===== config.mk =====
export PLATFORM = sky130hd
export DESIGN_NAME = touch_contact_slot_tracker_flat
export DESIGN_NICKNAME = d
export VERILOG_FILES = /design/src/rtl/tcst_pkg.sv /design/src/rtl/tcst_if.sv /design/src/rtl/tcst_ctrl.sv /design/src/rtl/tcst_dp.sv /design/src/rtl/touch_contact_slot_tracker.sv /design/src/flat_wrapper.sv
export SDC_FILE = /design/constraint.sdc
export NUM_CORES = 2
export LEC_CHECK = 0
export BUFFER_PORTS_ARGS = -buffer_cell sky130_fd_sc_hd__buf_2
export CAP_MARGIN = 20
export CORE_MARGIN = 5
export CORE_UTILIZATION = 51
export DETAILED_ROUTE_END_ITERATION = 8
export PLACE_DENSITY = 0.69
export SLEW_MARGIN = 10
export SYNTH_ARGS = -nofsm -noshare
export SYNTH_HDL_FRONTEND = slang
export SYNTH_SLANG_ARGS = --single-unit

===== constraint.sdc =====
create_clock -name clk -period 15.5 [get_ports clk]
set_input_delay 2.325 -clock clk [delete_from_list [all_inputs] [get_ports clk]]
set_output_delay 2.325 -clock clk [all_outputs]
set_load 0.01 [all_outputs]

===== src/rtl/tcst_pkg.sv =====
// ----------------------------------------------------------------------------
// tcst_pkg
// Shared widths, codes and controller/datapath handshake types for the
// touch contact slot tracker.
// ----------------------------------------------------------------------------
package tcst_pkg;

  localparam int NUM_SLOTS  = 4;
  localparam int SLOT_W     = (NUM_SLOTS > 1) ? $clog2(NUM_SLOTS) : 1;

  localparam int FID_W      = 32;
  localparam int RAW_X_W    = 11;
  localparam int RAW_Y_W    = 10;
  localparam int GAIN_W     = 17;
  localparam int POS_W      = 19;
  localparam int KIND_W     = 2;
  localparam int SIDX_W     = 2;
  localparam int CFG_IDX_W  = 2;
  localparam int CFG_DATA_W = GAIN_W;
  localparam int FRAC_SHIFT = 8;

  localparam logic [POS_W-1:0] POS_MAX = {POS_W{1'b1}};

  localparam logic FUNC_REPORT = 1'b0;
  localparam logic FUNC_FRAME  = 1'b1;

  localparam logic [KIND_W-1:0] EV_START = 2'd0;
  localparam logic [KIND_W-1:0] EV_MOVE  = 2'd1;
  localparam logic [KIND_W-1:0] EV_END   = 2'd2;

  localparam logic [CFG_IDX_W-1:0] CFG_ENABLE  = 2'd0;
  localparam logic [CFG_IDX_W-1:0] CFG_SCALE_X = 2'd1;
  localparam logic [CFG_IDX_W-1:0] CFG_SCALE_Y = 2'd2;

  localparam logic [GAIN_W-1:0] GAIN_RESET = 17'd65536;

  typedef logic [SLOT_W-1:0] slot_t;
  typedef logic [POS_W-1:0]  pos_t;

  // Commands from the controller to the datapath.
  typedef struct packed {
    logic capture;     // latch a touch report
    logic frame;       // start a frame-end sweep
    logic scale;       // register the scaled coordinates
    logic update;      // commit the slot lookup
    logic sweep_emit;  // emit one end event
  } tcst_cmd_t;

  // Status from the datapath to the controller.
  typedef struct packed {
    logic enable;
    logic func;
    logic upd_emit;
    logic out_free;
    logic mask_empty;
    logic sweep_last;
  } tcst_status_t;

  // Low bits of a slot number as carried on the result channel.
  function automatic logic [SIDX_W-1:0] slot_to_idx(slot_t s);
    logic [SLOT_W+SIDX_W-1:0] t;
    t = {{SIDX_W{1'b0}}, s};
    return t[SIDX_W-1:0];
  endfunction

endpackage


===== src/rtl/tcst_if.sv =====
// ----------------------------------------------------------------------------
// tcst_if
// Valid/ready channels for touch input items and tracker events.
// ----------------------------------------------------------------------------
interface tcst_in_if;
  import tcst_pkg::*;
  logic                 valid;
  logic                 ready;
  logic                 func;
  logic [FID_W-1:0]     contact_id;
  logic [RAW_X_W-1:0]   panel_x;
  logic [RAW_Y_W-1:0]   panel_y;

  modport source (output valid, func, contact_id, panel_x, panel_y, input ready);
  modport sink   (input valid, func, contact_id, panel_x, panel_y, output ready);
endinterface

interface tcst_out_if;
  import tcst_pkg::*;
  logic                 valid;
  logic                 ready;
  logic [KIND_W-1:0]    event_kind;
  logic [SIDX_W-1:0]    slot_index;
  logic [POS_W-1:0]     pos_x;
  logic [POS_W-1:0]     pos_y;
  logic                 last;

  modport source (output valid, event_kind, slot_index, pos_x, pos_y, last, input ready);
  modport sink   (input valid, event_kind, slot_index, pos_x, pos_y, last, output ready);
endinterface


===== src/rtl/tcst_ctrl.sv =====
// ----------------------------------------------------------------------------
// tcst_ctrl
// Sequencer: accept, scale, commit a report, or sweep end events.
// ----------------------------------------------------------------------------
module tcst_ctrl (
  input  logic                   clk,
  input  logic                   rst_n,
  input  logic                   in_valid,
  output logic                   in_ready,
  input  tcst_pkg::tcst_status_t status,
  output tcst_pkg::tcst_cmd_t    cmd
);
  import tcst_pkg::*;

  localparam logic [1:0] S_IDLE   = 2'd0;
  localparam logic [1:0] S_SCALE  = 2'd1;
  localparam logic [1:0] S_UPDATE = 2'd2;
  localparam logic [1:0] S_SWEEP  = 2'd3;

  logic [1:0] state_r, state_nxt;
  logic       accept;

  assign in_ready = (state_r == S_IDLE);
  assign accept   = in_ready && in_valid;

  always_comb begin
    state_nxt = state_r;
    cmd       = '0;
    unique case (state_r)
      S_IDLE: begin
        // disabled items are taken and dropped
        if (accept && status.enable) begin
          if (status.func == FUNC_REPORT) begin
            cmd.capture = 1'b1;
            state_nxt   = S_SCALE;
          end else begin
            cmd.frame = 1'b1;
            state_nxt = S_SWEEP;
          end
        end
      end
      S_SCALE: begin
        cmd.scale = 1'b1;
        state_nxt = S_UPDATE;
      end
      S_UPDATE: begin
        // hold while an event is due and the output register is full
        if (!status.upd_emit || status.out_free) begin
          cmd.update = 1'b1;
          state_nxt  = S_IDLE;
        end
      end
      S_SWEEP: begin
        if (status.mask_empty) begin
          state_nxt = S_IDLE;
        end else if (status.out_free) begin
          cmd.sweep_emit = 1'b1;
          if (status.sweep_last) state_nxt = S_IDLE;
        end
      end
      default: state_nxt = S_IDLE;
    endcase
  end

  always_ff @(posedge clk) begin
    if (!rst_n) begin
      state_r <= S_IDLE;
    end else begin
      state_r <= state_nxt;
    end
  end

  a_update_needs_room: assert property (@(posedge clk) disable iff (!rst_n)
    cmd.update |-> (!status.upd_emit || status.out_free))
    else $error("report committed into a full output register");

  a_capture_then_scale: assert property (@(posedge clk) disable iff (!rst_n)
    cmd.capture |=> cmd.scale)
    else $error("captured report not scaled next cycle");

  a_sweep_emit_room: assert property (@(posedge clk) disable iff (!rst_n)
    cmd.sweep_emit |-> (status.out_free && !status.mask_empty))
    else $error("end event emitted without room or pending slot");
endmodule


===== src/rtl/tcst_dp.sv =====
// ----------------------------------------------------------------------------
// tcst_dp
// Datapath: gain registers, coordinate scaling, slot table and event register.
// ----------------------------------------------------------------------------
module tcst_dp (
  input  logic                            clk,
  input  logic                            rst_n,
  input  logic                            cfg_we,
  input  logic [tcst_pkg::CFG_IDX_W-1:0]  cfg_index,
  input  logic [tcst_pkg::CFG_DATA_W-1:0] cfg_data,
  input  logic                            in_func,
  input  logic [tcst_pkg::FID_W-1:0]      in_contact_id,
  input  logic [tcst_pkg::RAW_X_W-1:0]    in_panel_x,
  input  logic [tcst_pkg::RAW_Y_W-1:0]    in_panel_y,
  input  tcst_pkg::tcst_cmd_t             cmd,
  output tcst_pkg::tcst_status_t          status,
  input  logic                            out_ready,
  output logic                            out_valid,
  output logic [tcst_pkg::KIND_W-1:0]     out_event_kind,
  output logic [tcst_pkg::SIDX_W-1:0]     out_slot_index,
  output logic [tcst_pkg::POS_W-1:0]      out_pos_x,
  output logic [tcst_pkg::POS_W-1:0]      out_pos_y,
  output logic                            out_last
);
  import tcst_pkg::*;

  localparam int PX_W = RAW_X_W + GAIN_W;
  localparam int PY_W = RAW_Y_W + GAIN_W;

  // configuration
  logic              enable_r;
  logic [GAIN_W-1:0] scale_x_r, scale_y_r;

  // captured report
  logic [FID_W-1:0]   fid_r;
  logic [RAW_X_W-1:0] raw_x_r;
  logic [RAW_Y_W-1:0] raw_y_r;
  pos_t               px_r, py_r;

  // slot table
  logic [NUM_SLOTS-1:0] active_r, seen_r, mask_r;
  logic [FID_W-1:0]     finger_r [NUM_SLOTS];
  pos_t                 spos_x_r [NUM_SLOTS];
  pos_t                 spos_y_r [NUM_SLOTS];

  // event register
  logic              ovalid_r;
  logic [KIND_W-1:0] okind_r;
  logic [SIDX_W-1:0] oslot_r;
  pos_t              opx_r, opy_r;
  logic              olast_r;

  logic [PX_W-1:0] prod_x;
  logic [PY_W-1:0] prod_y;
  pos_t            px_nxt, py_nxt;

  logic  hit_any, free_any, changed, upd_emit;
  slot_t hit_idx, free_idx, tgt_idx, end_idx;
  logic [NUM_SLOTS-1:0] mask_nxt;
  logic  out_free, load_upd, load_end;

  // Q16 gain, keep 8 fractional bits, saturate past 19 bits
  assign prod_x = PX_W'(raw_x_r) * PX_W'(scale_x_r);
  assign prod_y = PY_W'(raw_y_r) * PY_W'(scale_y_r);

  always_comb begin
    if (|prod_x[PX_W-1:POS_W+FRAC_SHIFT]) px_nxt = POS_MAX;
    else                                  px_nxt = prod_x[POS_W+FRAC_SHIFT-1:FRAC_SHIFT];
    // a 10-bit coordinate times a 17-bit gain always fits 19 bits after the shift
    py_nxt = prod_y[PY_W-1:FRAC_SHIFT];
  end

  // lookup: matching active slot first, else lowest free one
  always_comb begin
    hit_any  = 1'b0;
    free_any = 1'b0;
    hit_idx  = '0;
    free_idx = '0;
    for (int i = 0; i < NUM_SLOTS; i++) begin
      if (!hit_any && active_r[i] && (finger_r[i] == fid_r)) begin
        hit_any = 1'b1;
        hit_idx = SLOT_W'(i);
      end
      if (!free_any && !active_r[i]) begin
        free_any = 1'b1;
        free_idx = SLOT_W'(i);
      end
    end
  end

  assign changed  = (px_r != spos_x_r[hit_idx]) || (py_r != spos_y_r[hit_idx]);
  assign upd_emit = hit_any ? changed : free_any;
  assign tgt_idx  = hit_any ? hit_idx : free_idx;

  // sweep: lowest pending slot
  always_comb begin
    end_idx  = '0;
    mask_nxt = mask_r;
    for (int i = NUM_SLOTS - 1; i >= 0; i--) begin
      if (mask_r[i]) end_idx = SLOT_W'(i);
    end
    mask_nxt[end_idx] = 1'b0;
  end

  assign out_free = !ovalid_r || out_ready;
  assign load_upd = cmd.update && upd_emit;
  assign load_end = cmd.sweep_emit;

  assign status.enable     = enable_r;
  assign status.func       = in_func;
  assign status.upd_emit   = upd_emit;
  assign status.out_free   = out_free;
  assign status.mask_empty = (mask_r == '0);
  assign status.sweep_last = (mask_nxt == '0);

  // control state
  always_ff @(posedge clk) begin
    if (!rst_n) begin
      enable_r  <= 1'b1;
      scale_x_r <= GAIN_RESET;
      scale_y_r <= GAIN_RESET;
      active_r  <= '0;
      seen_r    <= '0;
      mask_r    <= '0;
      ovalid_r  <= 1'b0;
    end else begin
      if (cfg_we) begin
        unique case (cfg_index)
          CFG_ENABLE:  enable_r  <= cfg_data[0];
          CFG_SCALE_X: scale_x_r <= cfg_data;
          CFG_SCALE_Y: scale_y_r <= cfg_data;
          default: ;
        endcase
      end
      if (cmd.frame) begin
        // free unseen slots now; their positions stay for the end events
        mask_r   <= active_r & ~seen_r;
        active_r <= active_r & seen_r;
        seen_r   <= '0;
      end else if (cmd.update && (hit_any || free_any)) begin
        active_r[tgt_idx] <= 1'b1;
        seen_r[tgt_idx]   <= 1'b1;
      end
      if (load_end) mask_r <= mask_nxt;
      if (load_upd || load_end) ovalid_r <= 1'b1;
      else if (out_ready)       ovalid_r <= 1'b0;
    end
  end

  // payload
  always_ff @(posedge clk) begin
    if (cmd.capture) begin
      fid_r   <= in_contact_id;
      raw_x_r <= in_panel_x;
      raw_y_r <= in_panel_y;
    end
    if (cmd.scale) begin
      px_r <= px_nxt;
      py_r <= py_nxt;
    end
    if (cmd.update && (hit_any || free_any)) begin
      finger_r[tgt_idx] <= fid_r;
      spos_x_r[tgt_idx] <= px_r;
      spos_y_r[tgt_idx] <= py_r;
    end
    if (load_upd) begin
      okind_r <= hit_any ? EV_MOVE : EV_START;
      oslot_r <= slot_to_idx(tgt_idx);
      opx_r   <= px_r;
      opy_r   <= py_r;
      olast_r <= 1'b1;
    end else if (load_end) begin
      okind_r <= EV_END;
      oslot_r <= slot_to_idx(end_idx);
      opx_r   <= spos_x_r[end_idx];
      opy_r   <= spos_y_r[end_idx];
      olast_r <= (mask_nxt == '0);
    end
  end

  assign out_valid      = ovalid_r;
  assign out_event_kind = okind_r;
  assign out_slot_index = oslot_r;
  assign out_pos_x      = opx_r;
  assign out_pos_y      = opy_r;
  assign out_last       = olast_r;

  a_pending_not_active: assert property (@(posedge clk) disable iff (!rst_n)
    (mask_r & active_r) == '0)
    else $error("slot pending an end event is still active");

  a_frame_clears_seen: assert property (@(posedge clk) disable iff (!rst_n)
    cmd.frame |=> (seen_r == '0))
    else $error("seen marks survive a frame end");

  a_kind_legal: assert property (@(posedge clk) disable iff (!rst_n)
    ovalid_r |-> (okind_r == EV_START || okind_r == EV_MOVE || okind_r == EV_END))
    else $error("illegal event kind in output register");
endmodule


===== src/rtl/touch_contact_slot_tracker.sv =====
// Touch report: accepted, scaled, then committed once the event register has
//   room for a due event; its start/move event is visible the cycle after the
//   commit. Frame end: accepted, then one end event per ended slot, each as the
//   event register has room. A new item is taken only when the last is done.
// Reset (synchronous, rst_n low): slot table empty, enable 1, gains 1.0.
// ----------------------------------------------------------------------------
// touch_contact_slot_tracker
// Tracks touch contacts across frames on a small slot table and emits
// start, move and end events with coordinates scaled by a Q16 gain (8 fraction bits).
// ----------------------------------------------------------------------------
module touch_contact_slot_tracker (
  input  logic                            clk,
  input  logic                            rst_n,
  tcst_in_if.sink                         in_ch,
  tcst_out_if.source                      out_ch,
  input  logic                            cfg_we,
  input  logic [tcst_pkg::CFG_IDX_W-1:0]  cfg_index,
  input  logic [tcst_pkg::CFG_DATA_W-1:0] cfg_data
);
  import tcst_pkg::*;

  // Command and status bundles between the sequencer and the datapath.
  tcst_cmd_t    cmd;
  tcst_status_t status;

  // Sequencer: owns the input handshake. A new transaction is taken only when
  // the previous item has been fully processed; a pending event in the output
  // register does not block accepting the next transaction.
  tcst_ctrl u_ctrl (
    .clk      (clk),
    .rst_n    (rst_n),
    .in_valid (in_ch.valid),
    .in_ready (in_ch.ready),
    .status   (status),
    .cmd      (cmd)
  );

  // Datapath: configuration registers, scaling, slot table, and the event
  // register that drives the result channel.
  tcst_dp u_dp (
    .clk            (clk),
    .rst_n          (rst_n),
    .cfg_we         (cfg_we),
    .cfg_index      (cfg_index),
    .cfg_data       (cfg_data),
    .in_func        (in_ch.func),
    .in_contact_id  (in_ch.contact_id),
    .in_panel_x     (in_ch.panel_x),
    .in_panel_y     (in_ch.panel_y),
    .cmd            (cmd),
    .status         (status),
    .out_ready      (out_ch.ready),
    .out_valid      (out_ch.valid),
    .out_event_kind (out_ch.event_kind),
    .out_slot_index (out_ch.slot_index),
    .out_pos_x      (out_ch.pos_x),
    .out_pos_y      (out_ch.pos_y),
    .out_last       (out_ch.last)
  );
endmodule

===== src/flat_wrapper.sv =====
// flat-port wrapper written by rule: the top's interface ports become plain ports
module touch_contact_slot_tracker_flat import tcst_pkg::*;
  (clk, rst_n, cfg_we, cfg_index, cfg_data, in_ch_valid, in_ch_func, in_ch_contact_id, in_ch_panel_x, in_ch_panel_y, in_ch_ready, out_ch_valid, out_ch_event_kind, out_ch_slot_index, out_ch_pos_x, out_ch_pos_y, out_ch_last, out_ch_ready);
  tcst_in_if in_ch_i ();
  tcst_out_if out_ch_i ();
  input  logic clk;
  input  logic rst_n;
  input  logic cfg_we;
  input  logic [tcst_pkg::CFG_IDX_W-1:0] cfg_index;
  input  logic [tcst_pkg::CFG_DATA_W-1:0] cfg_data;
  input wire logic [$bits(in_ch_i.valid)-1:0] in_ch_valid;
  input wire logic [$bits(in_ch_i.func)-1:0] in_ch_func;
  input wire logic [$bits(in_ch_i.contact_id)-1:0] in_ch_contact_id;
  input wire logic [$bits(in_ch_i.panel_x)-1:0] in_ch_panel_x;
  input wire logic [$bits(in_ch_i.panel_y)-1:0] in_ch_panel_y;
  output wire logic [$bits(in_ch_i.ready)-1:0] in_ch_ready;
  output wire logic [$bits(out_ch_i.valid)-1:0] out_ch_valid;
  output wire logic [$bits(out_ch_i.event_kind)-1:0] out_ch_event_kind;
  output wire logic [$bits(out_ch_i.slot_index)-1:0] out_ch_slot_index;
  output wire logic [$bits(out_ch_i.pos_x)-1:0] out_ch_pos_x;
  output wire logic [$bits(out_ch_i.pos_y)-1:0] out_ch_pos_y;
  output wire logic [$bits(out_ch_i.last)-1:0] out_ch_last;
  input wire logic [$bits(out_ch_i.ready)-1:0] out_ch_ready;
  assign in_ch_i.valid = in_ch_valid;
  assign in_ch_i.func = in_ch_func;
  assign in_ch_i.contact_id = in_ch_contact_id;
  assign in_ch_i.panel_x = in_ch_panel_x;
  assign in_ch_i.panel_y = in_ch_panel_y;
  assign in_ch_ready = in_ch_i.ready;
  assign out_ch_valid = out_ch_i.valid;
  assign out_ch_event_kind = out_ch_i.event_kind;
  assign out_ch_slot_index = out_ch_i.slot_index;
  assign out_ch_pos_x = out_ch_i.pos_x;
  assign out_ch_pos_y = out_ch_i.pos_y;
  assign out_ch_last = out_ch_i.last;
  assign out_ch_i.ready = out_ch_ready;
  touch_contact_slot_tracker u_core (.clk(clk), .rst_n(rst_n), .in_ch(in_ch_i), .out_ch(out_ch_i), .cfg_we(cfg_we), .cfg_index(cfg_index), .cfg_data(cfg_data));
endmodule

=== Word-level counts from Yosys, hierarchy flattened ===
Memories as Yosys holds them, arrays and structs flattened.
Cells that the tools add are included.

* ROM bits: 0
* Memories: 3
* Input port bits: 78
* Logic and storage cells: 152
* Output and inout bits: 45
* Latch bits: 0
* Flip-flop bits (word level): 184
* RAM bits: 280

{| class="wikitable"
|+ Memory list
! name !! words !! width !! read ports !! clocked after memory_dff !! wr ports !! line !! RTL
|-
| u_core.u_dp.finger_r || 4 || 32 || 4 || 0 || 1 || tcst_dp.sv:42 || <nowiki>logic [FID_W-1:0] finger_r [NUM_SLOTS];</nowiki>
|-
| u_core.u_dp.spos_x_r || 4 || 19 || 2 || 0 || 1 || tcst_dp.sv:43 || <nowiki>pos_t spos_x_r [NUM_SLOTS];</nowiki>
|-
| u_core.u_dp.spos_y_r || 4 || 19 || 2 || 0 || 1 || tcst_dp.sv:44 || <nowiki>pos_t spos_y_r [NUM_SLOTS];</nowiki>
|}

* Shift-type cells: 0
* Reductions and logical operators: 44
* Div/mod/pow operators: 0
* Order comparisons: 4
* $mul: 2
* Multiplexer cells: 58
* Add/sub/neg operators: 0
* Bitwise gates (word level): 8
* Equality and inequality tests: 15

{| class="wikitable"
|+ Operator list
! kind !! count
|-
| $eq 32x32->1 || 4
|-
| $mux 19 || 4
|-
| $mux 2 || 21
|-
| $ne 19x19->1 || 2
|-
| $mul 11x17->28 || 1
|-
| $mul 10x17->27 || 1
|-
| $mux 1 || 26
|-
| $logic_and 1x1->1 || 16
|-
| $mux 4 || 4
|-
| $and 4x4->4 || 3
|-
| $logic_not 1->1 || 10
|-
| $logic_not 4->1 || 2
|-
| $not 4->4 || 2
|-
| $or 4x4->4 || 2
|-
| $pmux 2 s4 || 1
|-
| $reduce_bool 2->1 || 4
|-
| $eq 2x2->1 const B || 3
|-
| $lt 2x3->1 const B || 2
|-
| $reduce_and 2->1 || 3
|-
| $logic_or 1x1->1 || 5
|-
| $demux 1 s2 || 2
|-
| $eq 2x1->1 const B || 2
|-
| $ge 2x1->1 const B || 2
|-
| $logic_not 2->1 || 2
|-
| 7 further kinds || 7
|}

=== Depth between registers and ports, before layout ===
An unclocked memory read counts as a cell.

* Depth in word-level cells: 27
* Mapped depth: 26
* Gate-level depth less buffers: 24

=== Hierarchy ===
From an unflattened synthesis, not the netlist that was laid out.

* Cell total of the unflattened synthesis: 2700
* Area total of the unflattened synthesis: 31041.0 µm²

{| class="wikitable"
|+ By module, submodules not included
! module !! cells each !! sequential area each (µm²) !! area an instance (µm²) !! instances
|-
| tcst_dp || 2677 || 13382.8 || 30888.4 || 1
|-
| tcst_ctrl || 23 || 40.0 || 152.6 || 1
|}

=== Worst setup path after synthesis ===
Ideal clock, no wire load.

* Kind: register to register
* Start: register u_core.u_dp.fid_r[10]
* End: memory u_core.u_dp.finger_r[2][0] (enable)
* Data arrival time: 7024 ps
* Data required time: 15001 ps
* Stages on the path, launching flop included: 15
* Buffers on the path: 2
* Slack: 7978 ps
* Clock period less this slack: 7522 ps
* Setup time: 499 ps
* Path through: edfxtp_1 > buf_6 > xor2_1 > or4_1 > or4_4 > nor3_4 > buf_2 > o41ai_1 > a31oi_1 > xor2_1 > or4_1 > or4_4 > o31ai_4 > nand3_2 > nor2_1

* Word-level cells in the longest chain between the ends: 26
* Elaborated cells between the ends (all ways): 36
* Classes of those cells: 6 x eq/ne; 13 x mux; 15 x reduce/logical; 2 x memory

{| class="wikitable"
|+ Ends and longest elaborated chain
! item !! line !! RTL
|-
| from (decl) || tcst_dp.sv:35 || <nowiki>logic [FID_W-1:0] fid_r;</nowiki>
|-
| from (signal assigned) || tcst_dp.sv:153 || <nowiki>fid_r <= in_contact_id;</nowiki>
|-
| $eq 32x32->1 || tcst_dp.sv:80 || <nowiki>if (!hit_any && active_r[i] && (finger_r[i] == fid_r)) begin</nowiki>
|-
| $logic_and 1x1->1 || tcst_dp.sv:80 ||
|-
| $mux 1 || tcst_dp.sv:80 ||
|-
| $logic_not 1->1 || tcst_dp.sv:80 ||
|-
| $logic_and 1x1->1 (2 in a row) || tcst_dp.sv:80 ||
|-
| $mux 1 || tcst_dp.sv:80 ||
|-
| $logic_not 1->1 || tcst_dp.sv:80 ||
|-
| $logic_and 1x1->1 (2 in a row) || tcst_dp.sv:80 ||
|-
| (+8 left out) || - ||
|-
| $mux 1 || tcst_dp.sv:92 || <nowiki>assign upd_emit = hit_any ? changed : free_any;</nowiki>
|-
| $logic_not 1->1 || tcst_ctrl.sv:48 || <nowiki>if (!status.upd_emit || status.out_free) begin</nowiki>
|-
| $logic_or 1x1->1 || tcst_ctrl.sv:48 ||
|-
| $mux 1 || tcst_ctrl.sv:48 ||
|-
| $mux 1 || tcst_ctrl.sv:29 || <nowiki>unique case (state_r)</nowiki>
|-
| $logic_and 1x1->1 || tcst_dp.sv:161 || <nowiki>if (cmd.update && (hit_any || free_any)) begin</nowiki>
|-
| $mux 1 || tcst_dp.sv:161 ||
|-
| $mux 1 (implied by the code) || tcst_dp.sv:162 || <nowiki>finger_r[tgt_idx] <= fid_r;</nowiki>
|-
| to (decl) || tcst_dp.sv:42 ||
|}

Parallel ways exist; a longest one is shown, timed or not.

=== Worst setup path after layout ===
* Start: register u_core.u_dp.fid_r[10]
* End: memory u_core.u_dp.finger_r[1][30] (enable)

The elaborated chain is that of the path after synthesis.

==> impl_metrics.toml <==
[cts]
cts_setup_buffers = 0
cts_tree = "built"
cts.reportedPaths.clkPinSlew_ns = 0.07
cts_made_buffers = 49
clk_latency_ns = 0.62
root_buffer = "clkbuf_16"
cts-resized-gates = 0
htreeDepth = 2
clock-sinks = 464
clockBufferDepth = 3
hold_buffers = 0

[detailed_routing]
viasPerCell = 5.88
drtIter0Drc = 1963
drc_errors = 0
wl_per_cell_um = 21.8
first_pass_iters = 6
num_vias = 20700
antenna_left = 0
wirelength_um = 76900

[global_route]
grt_util_all_layers = 0.236
first_global_vias = 21200
overflow = 0
grt_first_pass_wirelength_um = 120000
grt_max_degree = 71
antenna_found_initial = 2

[sta]
relSlewSlack = 0.251
hold_viol = 0
tns_ns = 0
period_share = 0.458
tightestPinTransition_ns = 1.12
rsz0062_at_grt = "no"
finalClockSkew_ns = 0.0499
holdWs_ns = 0.475
setup_violations = 0
max_freq_mhz = 141
slew_violations = 0
fin_crit_ns = 7.10

[die]
rows = 89
start_util = 0.515
die_w_um = 254
die_h_um = 254
ios = 123
coreArea_um2 = 59100
die_area_um2 = 64700

[synthesis]
syn_inst = 2647
async_reset_ff_frac = 0
syn_nets = 3098
ys_warn_count = 0
synth.most_common_cell = "edfxtp_1"
synth_top_area_share = 0.407
netlist_area_um2 = 30500
synth_largest_area_cell = "edfxtp_1"
synth-main-ff-cell = "edfxtp_1"
synth-seq-cells = 464
synth_cell_types = 82
synth_edf_count = 413
syn_area_per_cell_um2 = 11.5
yosysSeqAreaShare = 0.441
synthTopCellsByCount = "413 x edfxtp_1, 362 x nand2_1, 255 x inv_1, 250 x fa_1, 143 x and2_1"
synthTopCellsByArea = "edfxtp_1 41%, fa_1 16%, ha_1 5.1%"

[placement]
gp_congestion = 0.903
dp_cells = 3425
placed_area_um2 = 31700
hpwl_um = 54100
port_buffers = 122

[cells_and_area]
drive_gt1_frac = 0.103
final_nets = 3156
stdcell_count = 3519
area_growth_pct = 10.0
diodes = 0
stdcell_area_um2 = 33500

[setup_path]
required_ns = 15.75
cp.arrival_ns = 7.35
critical_path_class = "reg -> reg"
worst_setup_path_start_kind = "register"
cp-end-kind = "register"
cp_max_fo = 42

[job]
drv_cap = 0

[power_and_ir_drop]
powerDensity_nw_per_um2 = 92.3
p_total_mw = 3.09
leakagePower_nw = 12.8
peakVddDrop_v = 0.0000781

[hold_path]
hold_path.class = "reg -> reg"

[run_status]
status = "complete, no violations"
## cells in the final DEF, fill, tap and decap left out, types with 20 or more instances in the layout
cell and instances:
a21oi_1 64, a22oi_1 35, and2_1 143, buf_2 122
buf_4 20, clkbuf_16 50, dfxtp_1 51, edfxtp_1 413
fa_1 250, ha_1 123, inv_1 255, mux2_2 28
mux2i_1 55, nand2_1 361, nand3_1 23, nand4_1 45
nand4b_1 35, nor2_1 67, nor3_1 39, o21ai_0 70
o311ai_0 20, xnor2_1 122, xor2_1 66
## report_power, final
| group | total (mW) | switching (mW) | internal, mW |
|---|---|---|---|
| clock | 1.27 | 0.518 | 0.753 |
| sequential | 1.48 | 0.0636 | 1.42 |
| combinational | 0.342 | 0.199 | 0.143 |
## metrics by stage
stage / util / worst slack, ns
2_1_floorplan: - / 7.98
5_1_grt: 0.567 / 7.87
4_1_cts: 0.566 / 8.11
3_5_place_dp: 0.536 / 8.13
6_report: 0.567 / 8.40
3_3_place_gp: 0.536 / 8.33
## final timing paths
path	cells past startpoint	start	to	slack, ns
hold / removal	2	u_core.u_dp.enable_r$_SDFFE_PN1P_	u_core.u_dp.enable_r$_SDFFE_PN1P_	0.47
setup / recovery	14	u_core.u_dp.fid_r[10]$_DFFE_PP_	u_core.u_dp.finger_r[1][30]$_DFFE_PP_	8.40
hold reg to reg	2	u_core.u_dp.enable_r$_SDFFE_PN1P_	u_core.u_dp.enable_r$_SDFFE_PN1P_	0.47
setup reg to reg	14	u_core.u_dp.fid_r[10]$_DFFE_PP_	u_core.u_dp.finger_r[1][30]$_DFFE_PP_	8.40
## flip-flops by register name (all words and copies together) (netlist names)
signal and flops:
u_core.u_dp.py_r 19, u_core.u_dp.out_pos_x 19, u_core.u_dp.scale_y_r 17, u_core.u_dp.px_r 19, u_core.u_dp.out_pos_y 19, u_core.u_dp.out_valid 1
u_core.u_dp.scale_x_r 17, u_core.u_dp.out_last 1, u_core.u_dp.raw_x_r 11, u_core.u_ctrl.state_r 2, u_core.u_dp.fid_r 32, u_core.u_dp.finger_r 128
u_core.u_dp.out_event_kind 2, u_core.u_dp.active_r 4, u_core.u_dp.mask_r 4, u_core.u_dp.raw_y_r 10, u_core.u_dp.seen_r 4, u_core.u_dp.spos_y_r 76
u_core.u_dp.enable_r 1, u_core.u_dp.spos_x_r 76, u_core.u_dp.out_slot_index 2
## worst max-delay path: stages (launching register included)
cell	delay (ns)
edfxtp_1	0.56
xnor2_1	0.32
nand4_1	0.19
nor4_1	0.42
nand3_2	0.80
o311ai_0	0.61
a31oi_1	0.16
xnor2_1	0.30
nand4_1	0.13
or4_1	0.46
or4_4	0.58
o31ai_4	0.32
nand3_2	0.21
nor2_4	0.89
buf_4	0.70
## cells by family after synthesis
kind of cell,Yosys count,share of synthesized area
xor gates and xnor gates,191,0.0554
buffers and inverters,393,0.0512
adders and majority gates,374,0.215
muxes,91,0.0314
AOI/OAI and AO/OA,309,0.0682
and+or+nand+nor,825,0.138
DFF,464,0.441
## cell type report
class                           instances  area [um2]
Clock buffer                           58        1280
Clock inverter                         34         479
Fill cell                            4850       25600
Inverter                              256         961
Multi-Input combinational cell       1790       15600
Sequential cell                       464       13400
Tap cell                              773         967
Timing Repair Buffer                  144         816
## layer usage
metal / GRT usage / vias to the layer above / wire [um]
met3: 0.0434 / 139 / 6710
met4: 0.0641 / 0 / 1980
met2: 0.370 / 967 / 35000
met1: 0.344 / 10300 / 33200
met5: 0 / - / 0
li1: - / 9272 / -
Note: power is estimated with default switching activity, not from simulation.
